==> src/sv/pdsc_pkg.sv <==
package pdsc_pkg;

    // Item kinds on the input channel.
    localparam logic OP_EDGE = 1'b0;
    localparam logic OP_POLL = 1'b1;

    // Reset value of the mode switch interval in milliseconds.
    localparam logic [30:0] INTERVAL_RESET = 31'd2000;

    // Scale factors and offsets in hundredths.
    localparam int SPAN_W = 15;
    localparam logic [SPAN_W-1:0] TEMP_SPAN = 15'd17572;
    localparam logic [SPAN_W-1:0] HUM_SPAN  = 15'd12500;

    localparam int VAL_W = 16;
    localparam logic signed [VAL_W-1:0] TEMP_OFFSET = 16'sd4685;
    localparam logic signed [VAL_W-1:0] HUM_OFFSET  = 16'sd600;
    localparam logic signed [VAL_W-1:0] VALUE_MIN   = -16'sd4685;
    localparam logic signed [VAL_W-1:0] VALUE_MAX   = 16'sd12887;

    // The quotient never exceeds the span, so fifteen quotient bits suffice.
    localparam int QUO_W = 15;
    localparam int CNT_W = $clog2(QUO_W);
    localparam logic [CNT_W-1:0] CNT_LAST = CNT_W'(QUO_W - 1);

    typedef enum logic [3:0] {
        ST_IDLE,
        ST_EDGE_TIMES,
        ST_EDGE_PERIOD,
        ST_POLL,
        ST_MUL,
        ST_ADD,
        ST_DIV,
        ST_FINISH,
        ST_OUT
    } state_t;

endpackage

==> src/sv/pdsc_item_if.sv <==
interface pdsc_item_if;

    logic        valid;
    logic        ready;
    logic        op;
    logic [31:0] stamp_us;
    logic        pin_level;
    logic [31:0] now_ms;

    modport source (output valid, output op, output stamp_us, output pin_level,
                    output now_ms, input ready);
    modport sink   (input valid, input op, input stamp_us, input pin_level,
                    input now_ms, output ready);

endinterface

==> src/sv/pdsc_result_if.sv <==
interface pdsc_result_if;

    logic               valid;
    logic               ready;
    logic               captured;
    logic               is_temperature;
    logic signed [14:0] value_centi;
    logic               period_invalid;
    logic               select_level;

    modport source (output valid, output captured, output is_temperature,
                    output value_centi, output period_invalid, output select_level,
                    input ready);
    modport sink   (input valid, input captured, input is_temperature,
                    input value_centi, input period_invalid, input select_level,
                    output ready);

endinterface

==> src/sv/pwm_duty_sensor_capture.sv <==
// Channel  | Direction | Handshake     | Payload
// ---------+-----------+---------------+--------------------------------------------
// item     | in        | valid / ready | op, stamp_us, pin_level, now_ms
// result   | out       | valid / ready | captured, is_temperature, value_centi,
//          |           |               | period_invalid, select_level
// cfg      | in        | cfg_wr_en     | cfg_wr_data (switch_interval_ms)
//
// An edge event occupies the block from its transfer through ST_EDGE_TIMES and ST_EDGE_PERIOD.
// A poll reporting nothing or a zero period goes from ST_POLL to ST_OUT; one that reports
// a value first multiplies, adds and runs a restoring divider giving one bit per cycle.
// Reset is asynchronous and active low; it clears all timing state and loads the interval.
// The result sits in an output register, so a stalled result only holds the block once the
// next poll has finished and needs that register.
module pwm_duty_sensor_capture (
    input  logic                 clk,
    input  logic                 rst_n,
    pdsc_item_if.sink            item,
    pdsc_result_if.source        result,
    input  logic                 cfg_wr_en,
    input  logic [30:0]          cfg_wr_data
);
    import pdsc_pkg::*;

    state_t state_reg, state_next;

    // Architectural state of the capture logic.
    logic [30:0] interval_reg,    interval_next;
    logic [31:0] rise_reg,        rise_next;
    logic [31:0] fall_reg,        fall_next;
    logic [31:0] last_fall_reg,   last_fall_next;
    logic [31:0] high_reg,        high_next;
    logic [31:0] low_reg,         low_next;
    logic [31:0] period_reg,      period_next;
    logic        capture_reg,     capture_next;
    logic        mode_temp_reg,   mode_temp_next;
    logic        switched_reg,    switched_next;
    logic [31:0] last_switch_reg, last_switch_next;

    // Output register.
    logic                     out_valid_reg, out_valid_next;
    logic                     out_cap_reg,   out_cap_next;
    logic                     out_temp_reg,  out_temp_next;
    logic signed [14:0]       out_val_reg,   out_val_next;
    logic                     out_inval_reg, out_inval_next;
    logic                     out_sel_reg,   out_sel_next;

    // Working registers of the poll sequence.
    logic [31:0]              now_reg,       now_next;
    logic                     res_cap_reg,   res_cap_next;
    logic                     res_inval_reg, res_inval_next;
    logic signed [14:0]       res_val_reg,   res_val_next;
    logic                     res_sel_reg,   res_sel_next;
    logic [46:0]              prod_reg,      prod_next;
    logic [32:0]              rem_reg,       rem_next;
    logic [QUO_W-1:0]         frac_reg,      frac_next;
    logic [QUO_W-1:0]         quo_reg,       quo_next;
    logic [CNT_W-1:0]         cnt_reg,       cnt_next;

    // Shared decisions of the poll step.
    logic [31:0] elapsed;
    logic        toggle;
    logic        report;
    logic        out_free;
    logic        item_xfer;

    // Divider step and edge arithmetic.
    logic [33:0] trial;
    logic [33:0] divisor;
    logic        trial_ge;
    logic [31:0] fall_minus_rise;
    logic [31:0] rise_minus_last;
    logic [47:0] numerator;
    logic signed [VAL_W-1:0] val_raw;

    assign item.ready = (state_reg == ST_IDLE);
    assign item_xfer  = item.valid && item.ready;
    assign out_free   = !out_valid_reg || result.ready;

    // The mode toggles once the signed elapsed time exceeds the interval.
    assign elapsed = now_reg - last_switch_reg;
    assign toggle  = !elapsed[31] && (elapsed[30:0] > interval_reg);
    assign report  = capture_reg && (switched_reg || toggle);

    assign fall_minus_rise = fall_reg - rise_reg;
    assign rise_minus_last = rise_reg - last_fall_reg;

    // Rounded quotient of 2*H*span + P over 2*P, by restoring division.
    assign numerator = {prod_reg, 1'b0} + {16'd0, period_reg};
    assign trial     = {rem_reg, frac_reg[QUO_W-1]};
    assign divisor   = {1'b0, period_reg, 1'b0};
    assign trial_ge  = (trial >= divisor);
    assign val_raw   = $signed({1'b0, quo_reg}) - (mode_temp_reg ? TEMP_OFFSET : HUM_OFFSET);

    assign result.valid          = out_valid_reg;
    assign result.captured       = out_cap_reg;
    assign result.is_temperature = out_temp_reg;
    assign result.value_centi    = out_val_reg;
    assign result.period_invalid = out_inval_reg;
    assign result.select_level   = out_sel_reg;

    // Next state of the sequencer.
    always_comb
    begin
        state_next = state_reg;
        unique case (state_reg)
            ST_IDLE:
            begin
                if (item_xfer)
                begin
                    state_next = (item.op == OP_EDGE) ? ST_EDGE_TIMES : ST_POLL;
                end
            end
            ST_EDGE_TIMES:  state_next = ST_EDGE_PERIOD;
            ST_EDGE_PERIOD: state_next = ST_IDLE;
            ST_POLL:
            begin
                state_next = (report && (period_reg != 32'd0)) ? ST_MUL : ST_OUT;
            end
            ST_MUL:         state_next = ST_ADD;
            ST_ADD:         state_next = ST_DIV;
            ST_DIV:
            begin
                if (cnt_reg == CNT_LAST)
                begin
                    state_next = ST_FINISH;
                end
            end
            ST_FINISH:      state_next = ST_OUT;
            ST_OUT:
            begin
                if (out_free)
                begin
                    state_next = ST_IDLE;
                end
            end
            default:        state_next = ST_IDLE;
        endcase
    end

    // Datapath and register updates for each step.
    always_comb
    begin
        interval_next    = cfg_wr_en ? cfg_wr_data : interval_reg;
        rise_next        = rise_reg;
        fall_next        = fall_reg;
        last_fall_next   = last_fall_reg;
        high_next        = high_reg;
        low_next         = low_reg;
        period_next      = period_reg;
        capture_next     = capture_reg;
        mode_temp_next   = mode_temp_reg;
        switched_next    = switched_reg;
        last_switch_next = last_switch_reg;

        out_valid_next   = out_valid_reg && !result.ready;
        out_cap_next     = out_cap_reg;
        out_temp_next    = out_temp_reg;
        out_val_next     = out_val_reg;
        out_inval_next   = out_inval_reg;
        out_sel_next     = out_sel_reg;

        now_next         = now_reg;
        res_cap_next     = res_cap_reg;
        res_inval_next   = res_inval_reg;
        res_val_next     = res_val_reg;
        res_sel_next     = res_sel_reg;
        prod_next        = prod_reg;
        rem_next         = rem_reg;
        frac_next        = frac_reg;
        quo_next         = quo_reg;
        cnt_next         = cnt_reg;

        unique case (state_reg)
            ST_IDLE:
            begin
                if (item_xfer)
                begin
                    if (item.op == OP_EDGE)
                    begin
                        if (item.pin_level)
                        begin
                            rise_next = item.stamp_us;
                        end
                        else
                        begin
                            fall_next = item.stamp_us;
                        end
                    end
                    else
                    begin
                        now_next = item.now_ms;
                    end
                end
            end
            ST_EDGE_TIMES:
            begin
                // Only a positive wrap-aware difference updates a time.
                if ((fall_minus_rise != 32'd0) && !fall_minus_rise[31])
                begin
                    high_next = fall_minus_rise;
                end
                if ((rise_minus_last != 32'd0) && !rise_minus_last[31])
                begin
                    low_next = rise_minus_last;
                end
            end
            ST_EDGE_PERIOD:
            begin
                period_next    = high_reg + low_reg;
                last_fall_next = fall_reg;
                capture_next   = 1'b1;
            end
            ST_POLL:
            begin
                res_sel_next   = !mode_temp_reg;
                res_cap_next   = report;
                res_inval_next = report && (period_reg == 32'd0);
                res_val_next   = '0;
                if (toggle)
                begin
                    last_switch_next = now_reg;
                    mode_temp_next   = !mode_temp_reg;
                    switched_next    = 1'b1;
                end
                if (report && (period_reg == 32'd0))
                begin
                    capture_next  = 1'b0;
                    switched_next = 1'b0;
                end
            end
            ST_MUL:
            begin
                prod_next = high_reg * (mode_temp_reg ? TEMP_SPAN : HUM_SPAN);
            end
            ST_ADD:
            begin
                rem_next  = numerator[47:QUO_W];
                frac_next = numerator[QUO_W-1:0];
                quo_next  = '0;
                cnt_next  = '0;
            end
            ST_DIV:
            begin
                rem_next  = trial_ge ? 33'(trial - divisor) : trial[32:0];
                quo_next  = {quo_reg[QUO_W-2:0], trial_ge};
                frac_next = {frac_reg[QUO_W-2:0], 1'b0};
                cnt_next  = cnt_reg + 1'b1;
            end
            ST_FINISH:
            begin
                if (val_raw < VALUE_MIN)
                begin
                    res_val_next = VALUE_MIN[14:0];
                end
                else if (val_raw > VALUE_MAX)
                begin
                    res_val_next = VALUE_MAX[14:0];
                end
                else
                begin
                    res_val_next = val_raw[14:0];
                end
                capture_next  = 1'b0;
                switched_next = 1'b0;
            end
            ST_OUT:
            begin
                if (out_free)
                begin
                    out_valid_next = 1'b1;
                    out_cap_next   = res_cap_reg;
                    out_temp_next  = mode_temp_reg;
                    out_val_next   = res_val_reg;
                    out_inval_next = res_inval_reg;
                    out_sel_next   = res_sel_reg;
                end
            end
            default:
            begin
            end
        endcase
    end

    always_ff @(posedge clk or negedge rst_n)
    begin
        if (!rst_n)
        begin
            state_reg       <= ST_IDLE;
            interval_reg    <= INTERVAL_RESET;
            rise_reg        <= '0;
            fall_reg        <= '0;
            last_fall_reg   <= '0;
            high_reg        <= '0;
            low_reg         <= '0;
            period_reg      <= '0;
            capture_reg     <= 1'b0;
            mode_temp_reg   <= 1'b0;
            switched_reg    <= 1'b0;
            last_switch_reg <= '0;
            out_valid_reg   <= 1'b0;
        end
        else
        begin
            state_reg       <= state_next;
            interval_reg    <= interval_next;
            rise_reg        <= rise_next;
            fall_reg        <= fall_next;
            last_fall_reg   <= last_fall_next;
            high_reg        <= high_next;
            low_reg         <= low_next;
            period_reg      <= period_next;
            capture_reg     <= capture_next;
            mode_temp_reg   <= mode_temp_next;
            switched_reg    <= switched_next;
            last_switch_reg <= last_switch_next;
            out_valid_reg   <= out_valid_next;
        end
    end

    // Payload and working registers carry no reset.
    always_ff @(posedge clk)
    begin
        out_cap_reg   <= out_cap_next;
        out_temp_reg  <= out_temp_next;
        out_val_reg   <= out_val_next;
        out_inval_reg <= out_inval_next;
        out_sel_reg   <= out_sel_next;
        now_reg       <= now_next;
        res_cap_reg   <= res_cap_next;
        res_inval_reg <= res_inval_next;
        res_val_reg   <= res_val_next;
        res_sel_reg   <= res_sel_next;
        prod_reg      <= prod_next;
        rem_reg       <= rem_next;
        frac_reg      <= frac_next;
        quo_reg       <= quo_next;
        cnt_reg       <= cnt_next;
    end

endmodule
==> src/flat_wrapper.sv <==
// flat-port wrapper written by rule: the top's interface ports become plain ports
module pwm_duty_sensor_capture_flat import pdsc_pkg::*;
  (clk, rst_n, cfg_wr_en, cfg_wr_data, item_valid, item_op, item_stamp_us, item_pin_level, item_now_ms, item_ready, result_valid, result_captured, result_is_temperature, result_value_centi, result_period_invalid, result_select_level, result_ready);
  pdsc_item_if item_i ();
  pdsc_result_if result_i ();
  input  logic clk;
  input  logic rst_n;
  input  logic cfg_wr_en;
  input  logic [30:0] cfg_wr_data;
  input wire logic [$bits(item_i.valid)-1:0] item_valid;
  input wire logic [$bits(item_i.op)-1:0] item_op;
  input wire logic [$bits(item_i.stamp_us)-1:0] item_stamp_us;
  input wire logic [$bits(item_i.pin_level)-1:0] item_pin_level;
  input wire logic [$bits(item_i.now_ms)-1:0] item_now_ms;
  output wire logic [$bits(item_i.ready)-1:0] item_ready;
  output wire logic [$bits(result_i.valid)-1:0] result_valid;
  output wire logic [$bits(result_i.captured)-1:0] result_captured;
  output wire logic [$bits(result_i.is_temperature)-1:0] result_is_temperature;
  output wire logic [$bits(result_i.value_centi)-1:0] result_value_centi;
  output wire logic [$bits(result_i.period_invalid)-1:0] result_period_invalid;
  output wire logic [$bits(result_i.select_level)-1:0] result_select_level;
  input wire logic [$bits(result_i.ready)-1:0] result_ready;
  assign item_i.valid = item_valid;
  assign item_i.op = item_op;
  assign item_i.stamp_us = item_stamp_us;
  assign item_i.pin_level = item_pin_level;
  assign item_i.now_ms = item_now_ms;
  assign item_ready = item_i.ready;
  assign result_valid = result_i.valid;
  assign result_captured = result_i.captured;
  assign result_is_temperature = result_i.is_temperature;
  assign result_value_centi = result_i.value_centi;
  assign result_period_invalid = result_i.period_invalid;
  assign result_select_level = result_i.select_level;
  assign result_i.ready = result_ready;
  pwm_duty_sensor_capture u_core (.clk(clk), .rst_n(rst_n), .item(item_i), .result(result_i), .cfg_wr_en(cfg_wr_en), .cfg_wr_data(cfg_wr_data));
endmodule
==> config.mk <==
export PLATFORM = sky130hd
export DESIGN_NAME = pwm_duty_sensor_capture_flat
export DESIGN_NICKNAME = d
export VERILOG_FILES = /design/src/sv/pdsc_pkg.sv /design/src/sv/pdsc_item_if.sv /design/src/sv/pdsc_result_if.sv /design/src/sv/pwm_duty_sensor_capture.sv /design/src/flat_wrapper.sv
export SDC_FILE = /design/constraint.sdc
export NUM_CORES = 2
export LEC_CHECK = 0
export BUFFER_PORTS_ARGS = -buffer_cell sky130_fd_sc_hd__buf_2
export CORE_UTILIZATION = 60
export CTS_CLUSTER_DIAMETER = 120
export DETAILED_ROUTE_END_ITERATION = 10
export GPL_TIMING_DRIVEN = 0
export HOLD_SLACK_MARGIN = 0.06
export PLACE_DENSITY_LB_ADDON = 0.1
export SYNTH_ARGS = -nofsm -noshare
export SYNTH_HDL_FRONTEND = slang
export SYNTH_SLANG_ARGS = --single-unit
==> constraint.sdc <==
create_clock -name clk -period 11.95 [get_ports clk]
set_input_delay 1.7925 -clock clk [delete_from_list [all_inputs] [get_ports clk]]
set_output_delay 1.7925 -clock clk [all_outputs]
set_load 0.01 [all_outputs]
==> impl_metrics.csv <==
group,metric,value,unit
min_path,whs_endpoint,"u_core.result.value_centi[0]$_DFFE_PP_",
route,drcViolationCount,0,
outcome,status,"complete, no violations",
die,start_util,61.1,%
global_routing,overflow,0,
global_routing,grtUsageMet1,41.2,%
setup_path,critical_path_class,"register to register",
placed_design,portBuffers,121,
sta,setup_viol_count_final,0,
clock_tree,htreeDepth,2,
setup_path,reg2reg_to,"u_core.prod_reg[36]$_DFFE_PP_",
die,rows,89,
global_routing,grt_pass1_vias,26800,
sta,rsz0062_at_grt,"no",
clock_tree,cts_buffer_depth,3,
die,fp.dieW,248,um
setup_path,end_kind,"register",
cells_and_area,final_common_cell,"inv_1",
clock_tree,root_buffer,"clkbuf_16",
route,routedWlPerCell,18.5,um
cells_and_area,area_growth,9.08,%
setup_path,reg2regPathDepth,26,
clock_tree,postCtsSetupRepairBufs,0,
route,route.vias.total,27100,
cells_and_area,final_cell_mix,"483 x inv_1, 428 x ha_1, 285 x nand2_1",
global_routing,grt_antenna_before_repair,2,
min_path,hp-class,"register to register",
global_routing,grt_max_degree,121,
global_routing,grt_first_pass_wirelength,140,mm
sta,tns,0,ns
sta,finClkSkew,0.0235,ns
clock_tree,clk_latency,0.60,ns
sta,maxSlewViolCount,0,
die,ioPinCount,123,
sta,hold_violations,0,
yosys,ys_ff_latch,444,
clock_tree,cts_buffers,47,
yosys,synth_enable_flop_cells,181,
route,antenna_left,0,
placed_design,gp_congestion,0.921,
route,drtIter0Drc,1469,
min_path,holdCritStartpoint,"u_core.res_val_reg[0]$_SDFFCE_PP0N_",
sta,max_freq,0.116,GHz
yosys,ys.warnings.count,0,
run,maxCapViolations,0,
placed_design,dp.final_hpwl,71.5,mm
cells_and_area,largest_reg_flops,45,
setup_path,start_kind,"register",
yosys,synth.avg_cell_area,9.71,sq um
cells_and_area,fillCellCount,4954,
setup_path,reg2reg_slack,3.29,ns
setup_path,r2r-start,"u_core.mode_temp_reg$_DFFE_PN0P_",
die,die_y,248,um
route,drtPass1Iterations,5,
global_routing,grt-busiest-layer,"met2",
setup_path,crit_fanout,10,
yosys,synth_ff_type,"dfrtp_1",
sta,finalCriticalPeriod,8.66,ns
clock_tree,hold_buffers,0,
setup_path,arrival,8.97,ns
sta,period_share,72.4,%
yosys,synthesis.area,36300,sq um
clock_tree,cts.clk_slew.worst_paths,0.06,ns
route,routed_wl,87.7,mm
global_routing,grt_use_total,29.0,%
yosys,synth.yosys.seq_area_share,33.1,%
yosys,synthArstFlopShare,59.2,%
clock_tree,cts.sinks,444,
yosys,synthDistinctLibCells,84,
setup_path,required,12.26,ns
die,die_area,61500,sq um
sta,tightest_slew,1.21,ns
min_path,holdPathStages,0,
sta,slew_headroom,19.2,%
die,coreArea,59400,sq um
route,vias_per_cell,5.73,
cells_and_area,drive_gt1_share,10.1,%
clock_tree,cts_tree,"built",
cells_and_area,layout.nets,4610,
global_routing,met2_usage,47.3,%
global_routing,grtUsageMet3,2.66,%
yosys,syn_inst,3736,
clock_tree,cts_resized,0,
metal layers:
metal  vias to the layer above  part of all wire, %
met2                       581                   46
met4                         0                  2.8
met1                     13000                   47
li1                      13400                    -
met3                       124                  4.1
met5                         -                    0
synth_stat cells (86+ instances only):
cell type / number / area (sq um)
a21oi_1: 210 / 1050
o21ai_0: 212 / 1060
xor2_1: 98 / 858
dfrtp_1: 257 / 6430
edfxtp_1: 181 / 5440
nand2_1: 285 / 1070
nor2_1: 205 / 769
a21o_1: 100 / 751
mux2_2: 142 / 1600
ha_1: 428 / 5360
inv_1: 483 / 1810
xnor2_1: 137 / 1200
clkbuf_1: 86 / 323
fa_1: 157 / 3140
cell families (layout without fill, tap and decap cells):
kind of cell,count (synthesis),count (layout),share of synthesized area (%)
other,2,13,0.0207
AND/OR/NAND/NOR,858,858,11.3
adder cells (fa/ha/maj),585,585,23.4
buffers and inverters,592,808,6.17
AO/OA/AOI/OAI,845,845,14.9
flip-flops,444,444,33.1
XOR/XNOR,235,235,5.67
multiplexers,175,175,5.37
worst max-delay path by stage:
| stage | slack, ns | depth (start not counted) | start | endpoint |
|---|---|---|---|---|
| after floorplan | 5.35 | 26 | u_core.mode_temp_reg$_DFFE_PN0P_ | u_core.prod_reg[36]$_DFFE_PP_ |
| after detailed placement | 3.38 | 24 | u_core.mode_temp_reg$_DFFE_PN0P_ | u_core.prod_reg[36]$_DFFE_PP_ |
| final | 3.29 | 26 | u_core.mode_temp_reg$_DFFE_PN0P_ | u_core.prod_reg[36]$_DFFE_PP_ |
| after global routing | 2.80 | 24 | u_core.mode_temp_reg$_DFFE_PN0P_ | u_core.prod_reg[36]$_DFFE_PP_ |
| after global placement | 3.44 | 24 | u_core.mode_temp_reg$_DFFE_PN0P_ | u_core.prod_reg[36]$_DFFE_PP_ |
| after CTS | 3.32 | 24 | u_core.mode_temp_reg$_DFFE_PN0P_ | u_core.prod_reg[36]$_DFFE_PP_ |
worst max-delay path, cell delays in order, from the launching register on:
cell       delay (ns)
dfrtp_1          0.61
clkbuf_1         0.53
clkbuf_1         0.54
buf_1            0.66
nor2_1           0.26
ha_1             0.34
ha_1             0.27
inv_1            0.06
fa_1             0.54
inv_1            0.06
fa_1             0.53
inv_1            0.05
fa_1             0.54
inv_1            0.05
ha_1             0.29
ha_1             0.26
a2111oi_0        0.37
o21ai_0          0.22
o211ai_1         0.21
a21oi_1          0.19
nor4_1           0.41
o31ai_1          0.26
nor2b_1          0.21
nor2b_1          0.21
nor3_1           0.08
a2111oi_0        0.50
xnor2_1          0.12
area by class of cell:
class                   instances  area [sq um]  area share [%]
clock inverters                26           195           0.493
diodes                          2          5.00          0.0126
plain buffers                 109           428            1.08
multi-input cells            2709         22100            55.8
inverters                     483          1810            4.58
clock buffers                  61          1310            3.31
flip-flops and latches        444         12000            30.4
well taps                     773           967            2.44
repair buffers                129           756            1.91
stage by stage:
stage | cell area (sq um) | setup slack (ns) | util [%] | hold WS (ns) | instances
finish | 39600 | 3.29 | 66.7 | 0.417 | 4736
global route | 39600 | 2.80 | 66.7 | 0.426 | 4736
CTS | 39600 | 3.32 | 66.7 | 0.418 | 4734
detailed placement | 38100 | 3.38 | 64.1 | 0.405 | 4647
global placement | 37900 | 3.44 | 63.9 | 0.400 | 4639
floorplan | 36300 | 5.35 | - | 0.400 | 3745
Power is left out: the tool's default activity adds up to more than one toggle a clock period on the data nets, which glitch-free logic cannot reach.
